--- config.mk ---
export PLATFORM = sky130hd
export DESIGN_NAME = median5_ema_filter_unit
export DESIGN_NICKNAME = d
export VERILOG_FILES = /design/src/rtl/mfe_pkg.sv /design/src/rtl/median5_ema_filter_unit.sv /design/src/rtl/mfe_median.sv /design/src/rtl/mfe_ema.sv
export SDC_FILE = /design/constraint.sdc
export NUM_CORES = 2
export LEC_CHECK = 0
export ABC_AREA = 1
export BUFFER_PORTS_ARGS = -buffer_cell sky130_fd_sc_hd__clkbuf_2
export CAP_MARGIN = 20
export CORE_ASPECT_RATIO = 0.7
export CORE_UTILIZATION = 45
export DETAILED_ROUTE_END_ITERATION = 12
export MAX_ROUTING_LAYER = met4
export PLACE_DENSITY = 0.6
export SYNTH_ARGS = -nofsm -noshare
export SYNTH_HDL_FRONTEND = slang
export SYNTH_SLANG_ARGS = --single-unit
--- constraint.sdc ---
create_clock -name clk -period 13 [get_ports clk]
set_input_delay 1.95 -clock clk [delete_from_list [all_inputs] [get_ports clk]]
set_output_delay 1.95 -clock clk [all_outputs]
set_load 0.05 [all_outputs]
--- src/rtl/mfe_pkg.sv ---
// ============================================================================
// mfe_pkg
// Shared constants and types for the median and moving-average filter.
// ============================================================================
package mfe_pkg;

    // Fraction bits of the running average and width of the Q0.16 weight.
    localparam int FRAC_BITS   = 16;
    localparam int WEIGHT_BITS = 16;

    // Reset value of the smoothing weight: 0.88 in Q0.16.
    localparam logic [WEIGHT_BITS-1:0] WEIGHT_RESET = 16'd57672;

    typedef logic [WEIGHT_BITS-1:0] weight_t;

endpackage

--- src/rtl/median5_ema_filter_unit.sv ---
// ============================================================================
// median5_ema_filter_unit
// Median-of-window filter followed by a fixed-point moving average.
// ============================================================================
// One sample is accepted per cycle and gives one result: the accepted
// sample enters the history register, and when the stage advances the
// rank-based median network and the single multiply-add of the average
// update produce the result register. A result waiting on out_ready holds
// the history stage, so the sustained rate is one transaction per cycle
// whenever the consumer keeps up. The history and average clear to zero at
// reset, so the first medians include those zeros. The smoothing weight is
// Q0.16 (reset 0.88) and should be written only while the block is idle.
module median5_ema_filter_unit #(
    parameter int WINDOW      = 5,
    parameter int SAMPLE_BITS = 16
) (
    input  logic                          clk,
    input  logic                          rst_n,
    input  logic                          in_valid,
    output logic                          in_ready,
    input  logic signed [SAMPLE_BITS-1:0] sample,
    output logic                          out_valid,
    input  logic                          out_ready,
    output logic signed [SAMPLE_BITS-1:0] median_value,
    output logic signed [SAMPLE_BITS-1:0] estimate,
    input  logic                          cfg_valid,
    output logic                          cfg_ready,
    input  mfe_pkg::weight_t              cfg_data
);
    import mfe_pkg::*;

    logic signed [SAMPLE_BITS-1:0] history_reg [WINDOW];
    logic                          stage_valid_reg;
    logic                          out_valid_reg;
    weight_t                       weight_reg;
    logic                          advance;
    logic                          in_fire;
    logic signed [SAMPLE_BITS-1:0] median;

    // Handshake: the history stage moves on when the result slot frees up.
    assign advance   = stage_valid_reg && (!out_valid_reg || out_ready);
    assign in_ready  = !stage_valid_reg || advance;
    assign in_fire   = in_valid && in_ready;
    assign cfg_ready = 1'b1;
    assign out_valid = out_valid_reg;

    // Smoothing weight register.
    always_ff @(posedge clk or negedge rst_n)
    begin
        if (!rst_n)
        begin
            weight_reg <= WEIGHT_RESET;
        end
        else if (cfg_valid && cfg_ready)
        begin
            weight_reg <= cfg_data;
        end
    end

    // Sample history, newest first.
    always_ff @(posedge clk or negedge rst_n)
    begin
        if (!rst_n)
        begin
            for (int i = 0; i < WINDOW; i++)
            begin
                history_reg[i] <= '0;
            end
        end
        else if (in_fire)
        begin
            history_reg[0] <= sample;
            for (int i = 1; i < WINDOW; i++)
            begin
                history_reg[i] <= history_reg[i-1];
            end
        end
    end

    // Stage and result valid flags.
    always_ff @(posedge clk or negedge rst_n)
    begin
        if (!rst_n)
        begin
            stage_valid_reg <= 1'b0;
            out_valid_reg   <= 1'b0;
        end
        else
        begin
            if (in_fire)
            begin
                stage_valid_reg <= 1'b1;
            end
            else if (advance)
            begin
                stage_valid_reg <= 1'b0;
            end

            if (advance)
            begin
                out_valid_reg <= 1'b1;
            end
            else if (out_ready)
            begin
                out_valid_reg <= 1'b0;
            end
        end
    end

    mfe_median #(
        .WINDOW      (WINDOW),
        .SAMPLE_BITS (SAMPLE_BITS)
    ) u_median (
        .hist   (history_reg),
        .median (median)
    );

    mfe_ema #(
        .SAMPLE_BITS (SAMPLE_BITS)
    ) u_ema (
        .clk          (clk),
        .rst_n        (rst_n),
        .advance      (advance),
        .weight       (weight_reg),
        .median       (median),
        .median_out   (median_value),
        .estimate_out (estimate)
    );

    // An accepted transaction always occupies the history stage next cycle.
    a_fire_fills_stage: assert property (@(posedge clk) disable iff (!rst_n)
        in_fire |=> stage_valid_reg)
        else $error("accepted sample did not reach the history stage");

    // A stage that moves on always produces a result.
    a_advance_gives_result: assert property (@(posedge clk) disable iff (!rst_n)
        advance |=> out_valid_reg)
        else $error("history stage advanced without a result");

    // With nothing in the stage, a taken result leaves the slot empty.
    a_drain_empties: assert property (@(posedge clk) disable iff (!rst_n)
        (!stage_valid_reg && out_valid_reg && out_ready) |=> !out_valid_reg)
        else $error("result repeated after it was taken");

    // A stalled stage holds the newest history entry.
    a_stall_holds_history: assert property (@(posedge clk) disable iff (!rst_n)
        (stage_valid_reg && !advance) |=> $stable(history_reg[0]))
        else $error("history changed while the stage was stalled");

endmodule

--- src/rtl/mfe_median.sv ---
// ============================================================================
// mfe_median
// Combinational median select over the sample history by stable ranking.
// ============================================================================
module mfe_median #(
    parameter int WINDOW      = 5,
    parameter int SAMPLE_BITS = 16
) (
    input  logic signed [SAMPLE_BITS-1:0] hist [WINDOW],
    output logic signed [SAMPLE_BITS-1:0] median
);
    import mfe_pkg::*;

    localparam int RANK_BITS = $clog2(WINDOW);
    localparam logic [RANK_BITS-1:0] MID = RANK_BITS'(WINDOW / 2);

    logic [RANK_BITS-1:0] rank [WINDOW];

    // Each entry's position in an ascending stable sort: smaller entries,
    // plus equal entries that sit at a lower index.
    always_comb
    begin
        for (int i = 0; i < WINDOW; i++)
        begin
            rank[i] = '0;
            for (int j = 0; j < WINDOW; j++)
            begin
                if ((hist[j] < hist[i]) || ((j < i) && (hist[j] == hist[i])))
                begin
                    rank[i] = rank[i] + RANK_BITS'(1);
                end
            end
        end
    end

    // Exactly one entry holds the middle rank.
    always_comb
    begin
        median = '0;
        for (int i = 0; i < WINDOW; i++)
        begin
            if (rank[i] == MID)
            begin
                median = hist[i];
            end
        end
    end

endmodule

--- src/rtl/mfe_ema.sv ---
// ============================================================================
// mfe_ema
// Moving-average update with one multiply, plus the result registers.
// ============================================================================
module mfe_ema #(
    parameter int SAMPLE_BITS = 16
) (
    input  logic                          clk,
    input  logic                          rst_n,
    input  logic                          advance,
    input  mfe_pkg::weight_t              weight,
    input  logic signed [SAMPLE_BITS-1:0] median,
    output logic signed [SAMPLE_BITS-1:0] median_out,
    output logic signed [SAMPLE_BITS-1:0] estimate_out
);
    import mfe_pkg::*;

    localparam int AVG_BITS  = SAMPLE_BITS + FRAC_BITS;
    localparam int DIFF_BITS = AVG_BITS + 1;
    localparam int PROD_BITS = DIFF_BITS + WEIGHT_BITS + 1;
    localparam logic signed [PROD_BITS-1:0] ROUND_HALF = PROD_BITS'(1) <<< (FRAC_BITS - 1);

    logic signed [AVG_BITS-1:0]    avg_reg;
    logic signed [AVG_BITS-1:0]    avg_next;
    logic signed [AVG_BITS-1:0]    med_q;
    logic signed [DIFF_BITS-1:0]   diff;
    logic signed [PROD_BITS-1:0]   prod;
    logic signed [PROD_BITS-1:0]   scaled;
    logic signed [SAMPLE_BITS-1:0] median_reg;
    logic signed [SAMPLE_BITS-1:0] estimate_reg;
    logic signed [SAMPLE_BITS-1:0] estimate_next;

    // The update w*avg + (1-w)*med is rewritten as med + w*(avg - med),
    // so a single multiply sits in the loop; rounding is half up.
    always_comb
    begin
        med_q    = {median, {FRAC_BITS{1'b0}}};
        diff     = DIFF_BITS'(avg_reg) - DIFF_BITS'(med_q);
        prod     = $signed({1'b0, weight}) * diff;
        scaled   = (prod + ROUND_HALF) >>> FRAC_BITS;
        avg_next = med_q + AVG_BITS'(scaled);
    end

    // The average stays inside the sample range, so rounding cannot overflow.
    assign estimate_next = avg_next[AVG_BITS-1:FRAC_BITS]
                         + SAMPLE_BITS'(avg_next[FRAC_BITS-1]);

    // Running average.
    always_ff @(posedge clk or negedge rst_n)
    begin
        if (!rst_n)
        begin
            avg_reg <= '0;
        end
        else if (advance)
        begin
            avg_reg <= avg_next;
        end
    end

    // Result payload registers.
    always_ff @(posedge clk)
    begin
        if (advance)
        begin
            median_reg   <= median;
            estimate_reg <= estimate_next;
        end
    end

    assign median_out   = median_reg;
    assign estimate_out = estimate_reg;

endmodule
==> reports/results.tsv <==
metric	value	unit
netlist_area	0.0312	mm²
holdPathStages	2	
arrival	12910	ps
multiInputGateArea	0.0239	mm²
cts_hold_buf	0	
hold_viol	0	
drtPass1Iterations	6	
cts_tree	built	
vias	26500	
relSlewSlack	28.3	%
setup-violations-final	0	
cp-start-kind	flop	
synth_seq_cells	162	
worst_clock_skew	17.5	ps
io_buffers	70	
synthArstFlopShare	80.2	%
regArea	0.00423	mm²
worst_slew_pin_slew	1080	ps
grt_usage	29.4	%
grt.overflow.total	0	
rows	80	
yosysWarnings	0	
grt_max_degree	88	
hpwl	80.5	mm
ys_seq_area_share	13.5	%
core-area	0.0684	mm²
area_delta_synth_final	17.7	%
required	13360	ps
fin_crit_sh	96.5	%
die_x	317	µm
io-pin-count	72	
fillers	6515	
critical-path-max-stage-delay	560	ps
clockBufferDepth	2	
cts-htree-levels	4	
final_cell_mix	inv_1 (943), nand2_1 (812), fa_1 (491)	
grt_first_pass_wirelength	152	mm
layout_commonest_cell	inv_1	
min_path_type	reg -> reg	
fin_nets	5154	
drcViolationCount	0	
finalMaxSlewViolations	0	
syn_inst	3952	
grt_pass1_vias	25500	
path_max_fanout	6	
synth.top_cell.area_share	31.5	%
ys.flop_type	dfrtp_1	
synth_nets	4827	
synthTopCellsByArea	fa_1 (32%), ha_1 (14%), inv_1 (12%)	
synth_top_area_cell	fa_1	
crit_path_end_kind	flop	
cts_sinks	162	
start_util	45.7	%
avgViaCountPerCell	5.11	
tns	0	ps
cpMostUsedCell	inv_1	
numCtsBuffers	17	
antenna_found_initial	0	
period_needed	12550	ps
largest_reg_flops	80	
die-area	0.0705	mm²
gp_congestion	0.978	
drtIter0Drc	2348	
drive_gt1_share	17.3	%
clk_latency	520	ps
slowest_stage	fa_1	
ant_nets	0	
timing.fmax	79.7	MHz
path_class	reg -> reg	
cts_root_buffer	clkbuf_16	
ff2ff_path_depth	78	
max_cap_viol_count	0	
r2r_slack	450	ps
synth_edf_count	32	
avgSynthCellArea	7.90	µm²
path_clk_slew	70	ps
wl_per_cell	19.0	µm
diodes	0	
drt-total-wl	98.6	mm
synthDistinctLibCells	64	
status	complete, no violations	
die_y	222	µm
==> final timing paths <==
path	to	start
setup / recovery	u_ema.avg_reg[29]$_DFFE_PN0P_	history_reg[65]$_DFFE_PN0P_
hold / removal	history_reg[0]$_DFFE_PN0P_	history_reg[0]$_DFFE_PN0P_
setup reg to reg	u_ema.avg_reg[29]$_DFFE_PN0P_	history_reg[65]$_DFFE_PN0P_
hold reg to reg	history_reg[0]$_DFFE_PN0P_	history_reg[0]$_DFFE_PN0P_
max in group asynchronous	history_reg[33]$_DFFE_PN0P_	rst_n
min in group asynchronous	history_reg[58]$_DFFE_PN0P_	rst_n
==> what timing repair did <==
action / in CTS / in global routing
endpoints found under the setup margin: 12 / 26
resized for setup: 11 / 252
pin swaps: 0 / 108
buffers inserted: 0 / 52
cloned: 0 / 3
==> per-layer routing <==
metal	vias up	share of wire, %	GRT usage (%)
met1	12900	51	47.1
met5	-	0	-
met2	912	39	37.6
li1	12600	-	-
met4	0	1.2	5.20
met3	67	9.5	5.99
==> kinds of logic after synthesis <==
| kind of cell | synth area share, % |
|---|---|
| AO/OA/AOI/OAI | 8.10 |
| buffers and inverters | 13.4 |
| flip-flops | 13.5 |
| AND/OR/NAND/NOR | 17.7 |
| adder cells (fa/ha/maj) | 45.4 |
| XOR/XNOR | 1.96 |
| other | 0.0120 |
==> cell usage after synthesis, types with 6 or more instances <==
| cell | n |
|---|---|
| a21o_1 | 6 |
| a21oi_1 | 160 |
| a31oi_1 | 14 |
| buf_1 | 8 |
| clkbuf_1 | 111 |
| clkinv_1 | 11 |
| dfrtp_1 | 124 |
| dfstp_2 | 6 |
| edfxtp_1 | 32 |
| fa_1 | 492 |
| ha_1 | 346 |
| inv_1 | 964 |
| inv_2 | 7 |
| nand2_1 | 854 |
| nand2_2 | 19 |
| nand2_4 | 6 |
| nand3_1 | 105 |
| nand3b_1 | 6 |
| nand4_1 | 29 |
| nor2_1 | 267 |
| nor3_1 | 14 |
| o211ai_1 | 32 |
| o21a_1 | 20 |
| o21ai_0 | 155 |
| o21bai_1 | 7 |
| o22ai_1 | 13 |
| or2_2 | 18 |
| xnor2_1 | 31 |
| xor2_1 | 27 |
==> worst max-delay path: cells and delay by family (launching register included) <==
kind,cells,cell delay (ps)
and+or+nand+nor,20,1870
adders and majority gates,12,4590
AOI/OAI and AO/OA,17,2430
xor gates and xnor gates,3,580
buffers and inverters,26,2510
DFF,1,370
==> per-stage QoR <==
stage,cells,setup slack (ps),util [%],area (µm²),hold slack [ps]
global placement,5107,-429,50.6,34600,478
finish,5194,449,53.8,36800,507
detailed placement,5107,-477,50.6,34600,483
global route,5194,-156,53.8,36800,552
floorplan,3952,993,-,31200,453
CTS,5139,60.3,51.5,35200,500
==> final cells by class <==
cell class,count,share of cell area [%]
timing repair buffer,433,8.74
inverter,983,10.1
clock inverter,13,0.371
clock buffer,19,1.24
sequential,162,11.5
multi-input combinational,2682,65.0
tap,902,3.07
Power is not shown: default switching activity piles up to over one toggle a cycle in this logic, so the estimate is an artifact.
